--- src/rtl/tslnf_pkg.sv ---
// ----------------------------------------------------------------------------
// tslnf_pkg
// Shared types, register indexes and character codes for the line number
// formatter.
// ----------------------------------------------------------------------------
package tslnf_pkg;

  typedef struct packed {
    logic [7:0] data_byte;
    logic       file_start;
  } in_t;

  typedef struct packed {
    logic [7:0] out_byte;
    logic       last_of_run;
  } out_t;

  localparam int CfgIdxW  = 3;
  localparam int CfgDataW = 2;

  localparam logic [CfgIdxW-1:0] REG_NUMBER_MODE      = 3'd0;
  localparam logic [CfgIdxW-1:0] REG_SQUEEZE_BLANK    = 3'd1;
  localparam logic [CfgIdxW-1:0] REG_SHOW_ENDS        = 3'd2;
  localparam logic [CfgIdxW-1:0] REG_SHOW_TABS        = 3'd3;
  localparam logic [CfgIdxW-1:0] REG_SHOW_NONPRINTING = 3'd4;

  localparam logic [1:0] NUM_ALL      = 2'd1;
  localparam logic [1:0] NUM_NONBLANK = 2'd2;

  // Line numbers are right-aligned in this many places.
  localparam int PAD_WIDTH = 6;
  // Longest escape sequence for one byte.
  localparam int ESC_MAX   = 4;

  localparam logic [7:0] CH_TAB      = 8'h09;
  localparam logic [7:0] CH_NL       = 8'h0A;
  localparam logic [7:0] CH_SPACE    = 8'h20;
  localparam logic [7:0] CH_DOLLAR   = 8'h24;
  localparam logic [7:0] CH_DASH     = 8'h2D;
  localparam logic [7:0] CH_ZERO     = 8'h30;
  localparam logic [7:0] CH_QMARK    = 8'h3F;
  localparam logic [7:0] CH_CTRL_OFS = 8'h40;
  localparam logic [7:0] CH_I        = 8'h49;
  localparam logic [7:0] CH_M        = 8'h4D;
  localparam logic [7:0] CH_CARET    = 8'h5E;
  localparam logic [7:0] CH_DEL      = 8'h7F;
  localparam logic [7:0] CH_META_LO  = 8'h80;
  localparam logic [7:0] CH_META_HI  = 8'hA0;
  localparam logic [7:0] CH_FF       = 8'hFF;

  // One job for the output sequencer: optional number prefix, then the
  // escape sequence seq[0..last_idx].
  typedef struct packed {
    logic                    num_en;
    logic [ESC_MAX-1:0][7:0] seq;
    logic [1:0]              last_idx;
  } job_t;

  // Expands one byte into the visible form that the options ask for.
  function automatic job_t expand(logic [7:0] c, logic st, logic se, logic np);
    job_t e;
    e          = '0;
    e.seq[0]   = c;
    e.last_idx = 2'd0;
    if (st && c == CH_TAB) begin
      e.seq[0] = CH_CARET; e.seq[1] = CH_I; e.last_idx = 2'd1;
    end else if (se && c == CH_NL) begin
      e.seq[0] = CH_DOLLAR; e.seq[1] = CH_NL; e.last_idx = 2'd1;
    end else if (np && c < CH_SPACE && c != CH_TAB && c != CH_NL) begin
      e.seq[0] = CH_CARET; e.seq[1] = c + CH_CTRL_OFS; e.last_idx = 2'd1;
    end else if (np && c == CH_DEL) begin
      e.seq[0] = CH_CARET; e.seq[1] = CH_QMARK; e.last_idx = 2'd1;
    end else if (np && c >= CH_META_LO && c < CH_META_HI) begin
      e.seq[0] = CH_M; e.seq[1] = CH_DASH; e.seq[2] = CH_CARET;
      e.seq[3] = c - CH_CTRL_OFS; e.last_idx = 2'd3;
    end else if (np && c == CH_FF) begin
      e.seq[0] = CH_M; e.seq[1] = CH_DASH; e.seq[2] = CH_CARET;
      e.seq[3] = CH_QMARK; e.last_idx = 2'd3;
    end else begin
      e.seq[0] = c;
    end
    return e;
  endfunction

endpackage

--- src/rtl/tslnf_emit.sv ---
// ----------------------------------------------------------------------------
// tslnf_emit
// Output sequencer: holds one job and sends its beats, one per cycle while
// out_ready allows, through an output register.
// ----------------------------------------------------------------------------
module tslnf_emit #(
  parameter int NUMBER_DIGITS = 7
) (
  input  logic                                   clk,
  input  logic                                   rst,
  input  logic                                   load,
  output logic                                   load_ready,
  input  tslnf_pkg::job_t                        job,
  input  logic [NUMBER_DIGITS-1:0][3:0]          digits,
  input  logic [$clog2(NUMBER_DIGITS+1)-1:0]     ndig,
  output logic                                   out_valid,
  input  logic                                   out_ready,
  output tslnf_pkg::out_t                        out_beat
);
  import tslnf_pkg::*;

  localparam int KW     = $clog2(NUMBER_DIGITS + 1);
  localparam int DIW    = $clog2(NUMBER_DIGITS);
  localparam int PadMax = (NUMBER_DIGITS > PAD_WIDTH) ? NUMBER_DIGITS : PAD_WIDTH;
  localparam int NLW    = $clog2(PadMax + 2);

  logic                         job_v;
  job_t                         job_r;
  logic [NUMBER_DIGITS-1:0][3:0] dig_r;
  logic [KW-1:0]                k_r;
  logic [NLW-1:0]               num_left;
  logic [1:0]                   esc_idx;

  logic           advance;
  logic           in_num;
  logic           beat_last;
  logic           done_now;
  logic [NLW-1:0] idx;
  logic [NLW-1:0] prefix_len;
  out_t           beat;

  always_comb begin
    advance   = job_v && (!out_valid || out_ready);
    in_num    = (num_left != '0);
    idx       = num_left - NLW'(2);
    beat_last = !in_num && (esc_idx == job_r.last_idx);
    done_now  = advance && beat_last;
    beat.last_of_run = beat_last;
    if (!in_num) begin
      beat.out_byte = job_r.seq[esc_idx];
    end else if (num_left == NLW'(1)) begin
      beat.out_byte = CH_TAB;
    end else if (idx >= NLW'(k_r)) begin
      beat.out_byte = CH_SPACE;
    end else begin
      beat.out_byte = CH_ZERO + {4'd0, dig_r[idx[DIW-1:0]]};
    end
    // Prefix is the padded number plus its tab.
    if (NLW'(ndig) > NLW'(PAD_WIDTH)) begin
      prefix_len = NLW'(ndig) + NLW'(1);
    end else begin
      prefix_len = NLW'(PAD_WIDTH + 1);
    end
  end

  assign load_ready = !job_v || done_now;

  always_ff @(posedge clk) begin
    if (rst) begin
      job_v     <= 1'b0;
      out_valid <= 1'b0;
    end else begin
      if (advance) begin
        out_valid <= 1'b1;
      end else if (out_ready) begin
        out_valid <= 1'b0;
      end
      if (load) begin
        job_v <= 1'b1;
      end else if (done_now) begin
        job_v <= 1'b0;
      end
    end
  end

  always_ff @(posedge clk) begin
    if (advance) begin
      out_beat <= beat;
    end
    // A new job replaces the old one in the cycle its last beat goes out.
    if (load) begin
      job_r    <= job;
      dig_r    <= digits;
      k_r      <= ndig;
      num_left <= job.num_en ? prefix_len : '0;
      esc_idx  <= 2'd0;
    end else if (advance) begin
      if (in_num) begin
        num_left <= num_left - NLW'(1);
      end else begin
        esc_idx <= esc_idx + 2'd1;
      end
    end
  end

endmodule

--- src/rtl/text_stream_line_number_formatter.sv ---
// ----------------------------------------------------------------------------
// text_stream_line_number_formatter
// Byte-stream text formatter with line numbering, blank line squeezing and
// visible tabs, line ends and non-printing bytes.
// ----------------------------------------------------------------------------
// An accepted input beat's first output beat passes through the job register
// and then the output register. Throughput: one output beat per cycle unless
// out_ready stalls; a byte that expands to more than one beat holds in_ready
// low until its last beat is sent, so plain text flows at one byte per cycle.
// The output sequencer, which sends one beat a cycle, sets that rate.
// Reset (synchronous): options clear, the line number returns to one, the
// newline run to one, and both stages empty.
// ----------------------------------------------------------------------------
module text_stream_line_number_formatter #(
  parameter int NUMBER_DIGITS = 7
) (
  input  logic                               clk,
  input  logic                               rst,
  input  logic                               cfg_we,
  input  logic [tslnf_pkg::CfgIdxW-1:0]      cfg_addr,
  input  logic [tslnf_pkg::CfgDataW-1:0]     cfg_wdata,
  input  logic                               in_valid,
  output logic                               in_ready,
  input  tslnf_pkg::in_t                     in_beat,
  output logic                               out_valid,
  input  logic                               out_ready,
  output tslnf_pkg::out_t                    out_beat
);
  import tslnf_pkg::*;

  localparam int KW = $clog2(NUMBER_DIGITS + 1);

  // Option registers.
  logic [1:0] number_mode;
  logic       squeeze_blank;
  logic       show_ends;
  logic       show_tabs;
  logic       show_nonprinting;

  // The line number is kept in BCD, one nibble per decimal digit, so that
  // printing it is a plain digit select and needs no binary conversion.
  logic [NUMBER_DIGITS-1:0][3:0] line_number;
  logic [1:0]                    newline_run;

  logic [NUMBER_DIGITS-1:0][3:0] num_one;
  logic [NUMBER_DIGITS-1:0][3:0] num_cur;
  logic [NUMBER_DIGITS-1:0][3:0] num_inc;
  logic [NUMBER_DIGITS-1:0][3:0] line_number_next;
  logic [1:0]                    run_cur;
  logic [1:0]                    newline_run_next;
  logic                          carry;
  logic                          at_cap;
  logic [KW-1:0]                 ndig;
  logic                          is_nl;
  logic                          drop;
  logic                          numbered;
  logic                          accept;
  logic                          load;
  logic                          load_ready;
  job_t                          job;

  always_comb begin
    num_one    = '0;
    num_one[0] = 4'd1;

    // A new file restarts the counter and the run before the byte counts.
    num_cur = in_beat.file_start ? num_one : line_number;
    run_cur = in_beat.file_start ? 2'd1 : newline_run;
    is_nl   = (in_beat.data_byte == CH_NL);

    // With squeezing, a third or later newline in a row vanishes and leaves
    // all state as it was.
    drop = squeeze_blank && run_cur[1] && is_nl;

    // Any byte after a newline (or at file start) begins a line. Non-blank
    // numbering skips lines that are just a newline; mode three numbers none.
    numbered = (run_cur != 2'd0) &&
               ((number_mode == NUM_ALL) || (number_mode == NUM_NONBLANK && !is_nl));

    // BCD increment, holding at all nines.
    carry  = 1'b1;
    at_cap = 1'b1;
    for (int i = 0; i < NUMBER_DIGITS; i++) begin
      at_cap = at_cap && (num_cur[i] == 4'd9);
      if (carry && num_cur[i] == 4'd9) begin
        num_inc[i] = 4'd0;
      end else if (carry) begin
        num_inc[i] = num_cur[i] + 4'd1;
        carry      = 1'b0;
      end else begin
        num_inc[i] = num_cur[i];
      end
    end
    line_number_next = (numbered && !at_cap) ? num_inc : num_cur;

    // Count of significant digits, at least one.
    ndig = KW'(1);
    for (int i = 1; i < NUMBER_DIGITS; i++) begin
      if (num_cur[i] != 4'd0) begin
        ndig = KW'(i + 1);
      end
    end

    if (!is_nl) begin
      newline_run_next = 2'd0;
    end else if (run_cur[1]) begin
      newline_run_next = 2'd2;
    end else begin
      newline_run_next = run_cur + 2'd1;
    end

    job        = expand(in_beat.data_byte, show_tabs, show_ends, show_nonprinting);
    job.num_en = numbered;
  end

  // The front end takes a byte whenever the sequencer can hold a new job,
  // which includes the cycle in which it sends the last beat of the old one.
  assign in_ready = load_ready;
  assign accept   = in_valid && in_ready;
  assign load     = accept && !drop;

  always_ff @(posedge clk) begin
    if (rst) begin
      number_mode      <= 2'd0;
      squeeze_blank    <= 1'b0;
      show_ends        <= 1'b0;
      show_tabs        <= 1'b0;
      show_nonprinting <= 1'b0;
      line_number      <= num_one;
      newline_run      <= 2'd1;
    end else begin
      if (cfg_we) begin
        unique case (cfg_addr)
          REG_NUMBER_MODE:      number_mode      <= cfg_wdata;
          REG_SQUEEZE_BLANK:    squeeze_blank    <= cfg_wdata[0];
          REG_SHOW_ENDS:        show_ends        <= cfg_wdata[0];
          REG_SHOW_TABS:        show_tabs        <= cfg_wdata[0];
          REG_SHOW_NONPRINTING: show_nonprinting <= cfg_wdata[0];
          default: ;
        endcase
      end
      if (load) begin
        line_number <= line_number_next;
        newline_run <= newline_run_next;
      end
    end
  end

  // Output sequencer: number prefix digits, tab, then the escape bytes.
  tslnf_emit #(
    .NUMBER_DIGITS(NUMBER_DIGITS)
  ) u_emit (
    .clk        (clk),
    .rst        (rst),
    .load       (load),
    .load_ready (load_ready),
    .job        (job),
    .digits     (num_cur),
    .ndig       (ndig),
    .out_valid  (out_valid),
    .out_ready  (out_ready),
    .out_beat   (out_beat)
  );

endmodule

--- config.mk ---
export PLATFORM = sky130hd
export DESIGN_NAME = text_stream_line_number_formatter
export DESIGN_NICKNAME = d
export VERILOG_FILES = /design/src/rtl/tslnf_pkg.sv /design/src/rtl/tslnf_emit.sv /design/src/rtl/text_stream_line_number_formatter.sv
export SDC_FILE = /design/constraint.sdc
export NUM_CORES = 1
export LEC_CHECK = 0
export BUFFER_PORTS_ARGS = -buffer_cell sky130_fd_sc_hd__clkbuf_2
export CAP_MARGIN = 5
export CORE_MARGIN = 2
export CORE_UTILIZATION = 60
export CTS_BUF_LIST = sky130_fd_sc_hd__clkbuf_4
export CTS_CLUSTER_DIAMETER = 100
export CTS_CLUSTER_SIZE = 14
export DETAILED_ROUTE_END_ITERATION = 8
export PLACE_DENSITY = 0.78
export SYNTH_ARGS = -nofsm -noshare
export SYNTH_HDL_FRONTEND = slang
export SYNTH_SLANG_ARGS = --single-unit
--- constraint.sdc ---
create_clock -name clk -period 7.4 [get_ports clk]
set_input_delay 1.48 -clock clk [delete_from_list [all_inputs] [get_ports clk]]
set_output_delay 1.48 -clock clk [all_outputs]
set_load 0.1 [all_outputs]
==> summary.txt <==
Power and ir drop
  – P_leak: 2.47 nW
  – Total Power: 1.27 mW
  – Power Density: 196 nW/µm²
  – Worst VDD drop: about 0.13 mV

Place
  – RD Place Congestion: just under 0.9
  – Post-DP Area: ~6300 µm²
  – Port bufs: 29
  – Dpl ws: 1.97 ns
  – DP HPWL: 9.05 mm

Finish
  – Fin nets: 667
  – Area Growth Syn to Fin: 6.01%
  – Diodes inserted: 0
  – Final Core Density: 66.0%
  – Layout cells sized above 1: around an eighth
  – Fillers: roughly 810
  – Design Area, Final: 6480 µm²

Critical path
  – Crit Path Category: input port to register
  – Critical Path Fanout Max: 59
  – Most frequent CP cell: inv_1
  – Crit path largest cell delay: 0.86 ns
  – Crit path required time: 7.74 ns
  – Critical path cell sequence: clkbuf_2, buf_4, inv_1, nand2_1, inv_1, ha_1, nor4bb_1, nand3_1, nor4_1, o21ai_1, a22oi_1, nor2_1
  – Crit start category: input port
  – Critical Path End Type: register
  – Max stage delay cell, worst path: nor4bb_1
  – Worst EP arrival: 5.48 ns

Timing
  – Slew margin rel.: between 30% and 40%
  – Final Hold Fails: 0
  – Worst setup margin: 2.26 ns
  – RSZ-0062 raised after global routing: no
  – Worst slew pin tran: about 1.0 ns
  – Fin. max-slew vios: 0
  – Final Skew: 0.0162 ns
  – Peak Freq: 0.195 GHz
  – Final setup fails: 0
  – Period utilisation layout: between 60% and 70%
  – Setup TNS: 0 ns
  – Post-layout minimum cycle time: 5.14 ns

Route
  – Avg Vias per Cell: 6.09
  – Routed wire length: between 10 and 15 mm
  – Vias: ~4600
  – DRT antenna net count: 0
  – Starting DRC count in detailed routing: 407
  – First-pass iteration count of the detailed router: 5
  – Mean routed wirelength per cell: 17.1 µm
  – # DRC: 0

Hold path
  – Worst hold path type: register to register

Clock tree
  – CTS Hold Buffers Added: 0
  – CTS Buffer Depth: 2
  – CTS Buf Count: 9
  – Post-CTS setup buffers: 0
  – # resized after CTS: 0
  – CTS sink cnt: 110
  – CTS tree: yes
  – Root Buffer: clkbuf_4
  – H-tree Lvls: 3
  – Skew-Pair Late Insertion Delay: 0.46 ns
  – Clk pin slew, worst setup/hold paths: 0.17 ns

Floorplan
  – Top Ports: 30
  – Initial core utilization: 62.3%
  – Die height: 105 µm
  – Die Wd: 105 µm
  – Core Box Area: 9820 µm²
  – Die Footprint: 11000 µm²
  – # rows: 36

Synthesis
  – Top FF cell, synth: edfxtp_1
  – Synthesized netlist cell count: 601
  – Number of synthesized flops with an enable pin: 70
  – Netlist cell types: 70
  – Synthesized area: 6120 µm²
  – Async set-reset flop share out of synthesis: 0%
  – Mapped Nets: 651
  – Seq cells post-synth: 110
  – Synth Area per Inst: 10.2 µm²
  – Synth warnings: 0
  – Register area share after synthesis: roughly 47%

Flow run
  – Maxcap violations: 0

Global routing
  – First-pass GRT wire length: 21.4 mm
  – Largest net degree at the start of global routing: between 60 and 70
  – Vias in the first global route: between 4000 and 5000
  – Grt ovf: 0
  – Initial antenna violation count: 0
  – Total GRT Usage: 24.3%

Status
  – Status: completed
final timing paths:
path	depth (start not counted)	to	from	slack (ns)
worst min-delay path	2	newline_run[1]	newline_run[1]	0.49
worst max-delay path	12	line_number[24]	in_beat[0]	2.26
worst min register to register	2	newline_run[1]	newline_run[1]	0.49
worst max register to register	10	line_number[24]	u_emit.num_left[0]	3.30
worst max-delay path, delay by kind of cell:
| family | cells | cell delay [ns] |
|---|---|---|
| adders and majority gates | 1 | 0.16 |
| AOI/OAI and AO/OA | 2 | 0.41 |
| and+or+nand+nor | 5 | 2.44 |
| buffers and inverters | 4 | 0.97 |
Yosys cell counts (10+ instances only):
master,n,area share (%)
a21oi_1,33,2.7
clkbuf_1,15,0.92
dfxtp_1,40,13
edfxtp_1,70,34
ha_1,31,6.3
inv_1,29,1.8
nand2_1,58,3.6
nand3_1,12,0.98
nor2_1,57,3.5
nor2b_1,18,1.8
nor3_1,16,1.3
o21a_1,10,1.2
o21ai_0,37,3.0
where the power goes:
| part | leakage, nW | internal [mW] | switching (mW) | total [mW] |
|---|---|---|---|---|
| clock | 0.0799 | 0.113 | 0.202 | 0.315 |
| combinational | 1.38 | 0.0750 | 0.164 | 0.239 |
| sequential | 1.01 | 0.691 | 0.0242 | 0.715 |
| total | 2.47 | 0.879 | 0.390 | 1.27 |
state kept, by name (all words and copies together), names as in the netlist:
name / cells
u_emit.job_v: 1
u_emit.esc_idx: 2
newline_run: 2
u_emit.out_valid: 1
show_tabs: 1
u_emit.job_r: 26
show_ends: 1
u_emit.dig_r: 28
u_emit.num_left: 4
u_emit.out_beat: 9
u_emit.k_r: 3
line_number: 28
show_nonprinting: 1
squeeze_blank: 1
number_mode: 2
routing by layer:
metal | GRT usage, % | part of all wire (%) | routed length (µm)
met5 | 0 | 0 | 0
met4 | 8.10 | 1.1 | 146
met3 | 3.43 | 5.7 | 729
met2 | 35.7 | 45 | 5810
met1 | 37.0 | 48 | 6200
logic make-up (layout without fill, tap and decap cells):
logic type | after synthesis | in the layout | synth area share (%)
AOI/OAI and AO/OA | 139 | 139 | 15.1
xor gates and xnor gates | 9 | 9 | 1.29
adders and majority gates | 31 | 31 | 6.34
buffers and inverters | 59 | 80 | 3.95
DFF | 110 | 110 | 47.5
muxes | 24 | 24 | 5.89
and+or+nand+nor | 229 | 229 | 20.0
stage by stage:
step | instances | hold slack, ns
6_report | 755 | 0.487
3_3_place_gp | 738 | 0.437
4_1_cts | 754 | 0.482
3_5_place_dp | 738 | 0.448
5_1_grt | 755 | 0.503
2_1_floorplan | 601 | 0.429
layout make-up:
class	count	area (µm²)	share of cell area (%)
multi-input combinational	432	2970	45.8
sequential	110	2900	44.8
timing repair buffer	34	180	2.78
tap	133	166	2.57
inverter	30	113	1.74
clock buffer	10	75.1	1.16
clock inverter	6	75.1	1.16
layout by cell type (no fill, tap or decap), types with 7 or more instances in the layout:
master | synthesis | routed
nor2_1 | 57 | 57
o21ai_0 | 37 | 37
a21o_1 | 7 | 7
inv_1 | 29 | 29
edfxtp_1 | 70 | 70
dfxtp_1 | 40 | 40
nand3_1 | 12 | 12
a22oi_1 | 7 | 7
clkbuf_2 | 1 | 29
clkbuf_4 | 0 | 10
o21a_1 | 10 | 10
nand4_1 | 7 | 7
a21oi_1 | 33 | 33
mux4_2 | 9 | 9
nor2b_1 | 18 | 18
ha_1 | 31 | 31
xor2_1 | 7 | 7
mux2i_1 | 9 | 9
nand2b_1 | 7 | 7
a31oi_1 | 7 | 7
nand2_1 | 58 | 58
nor3_1 | 16 | 16
(Power assumes the default switching activity.)
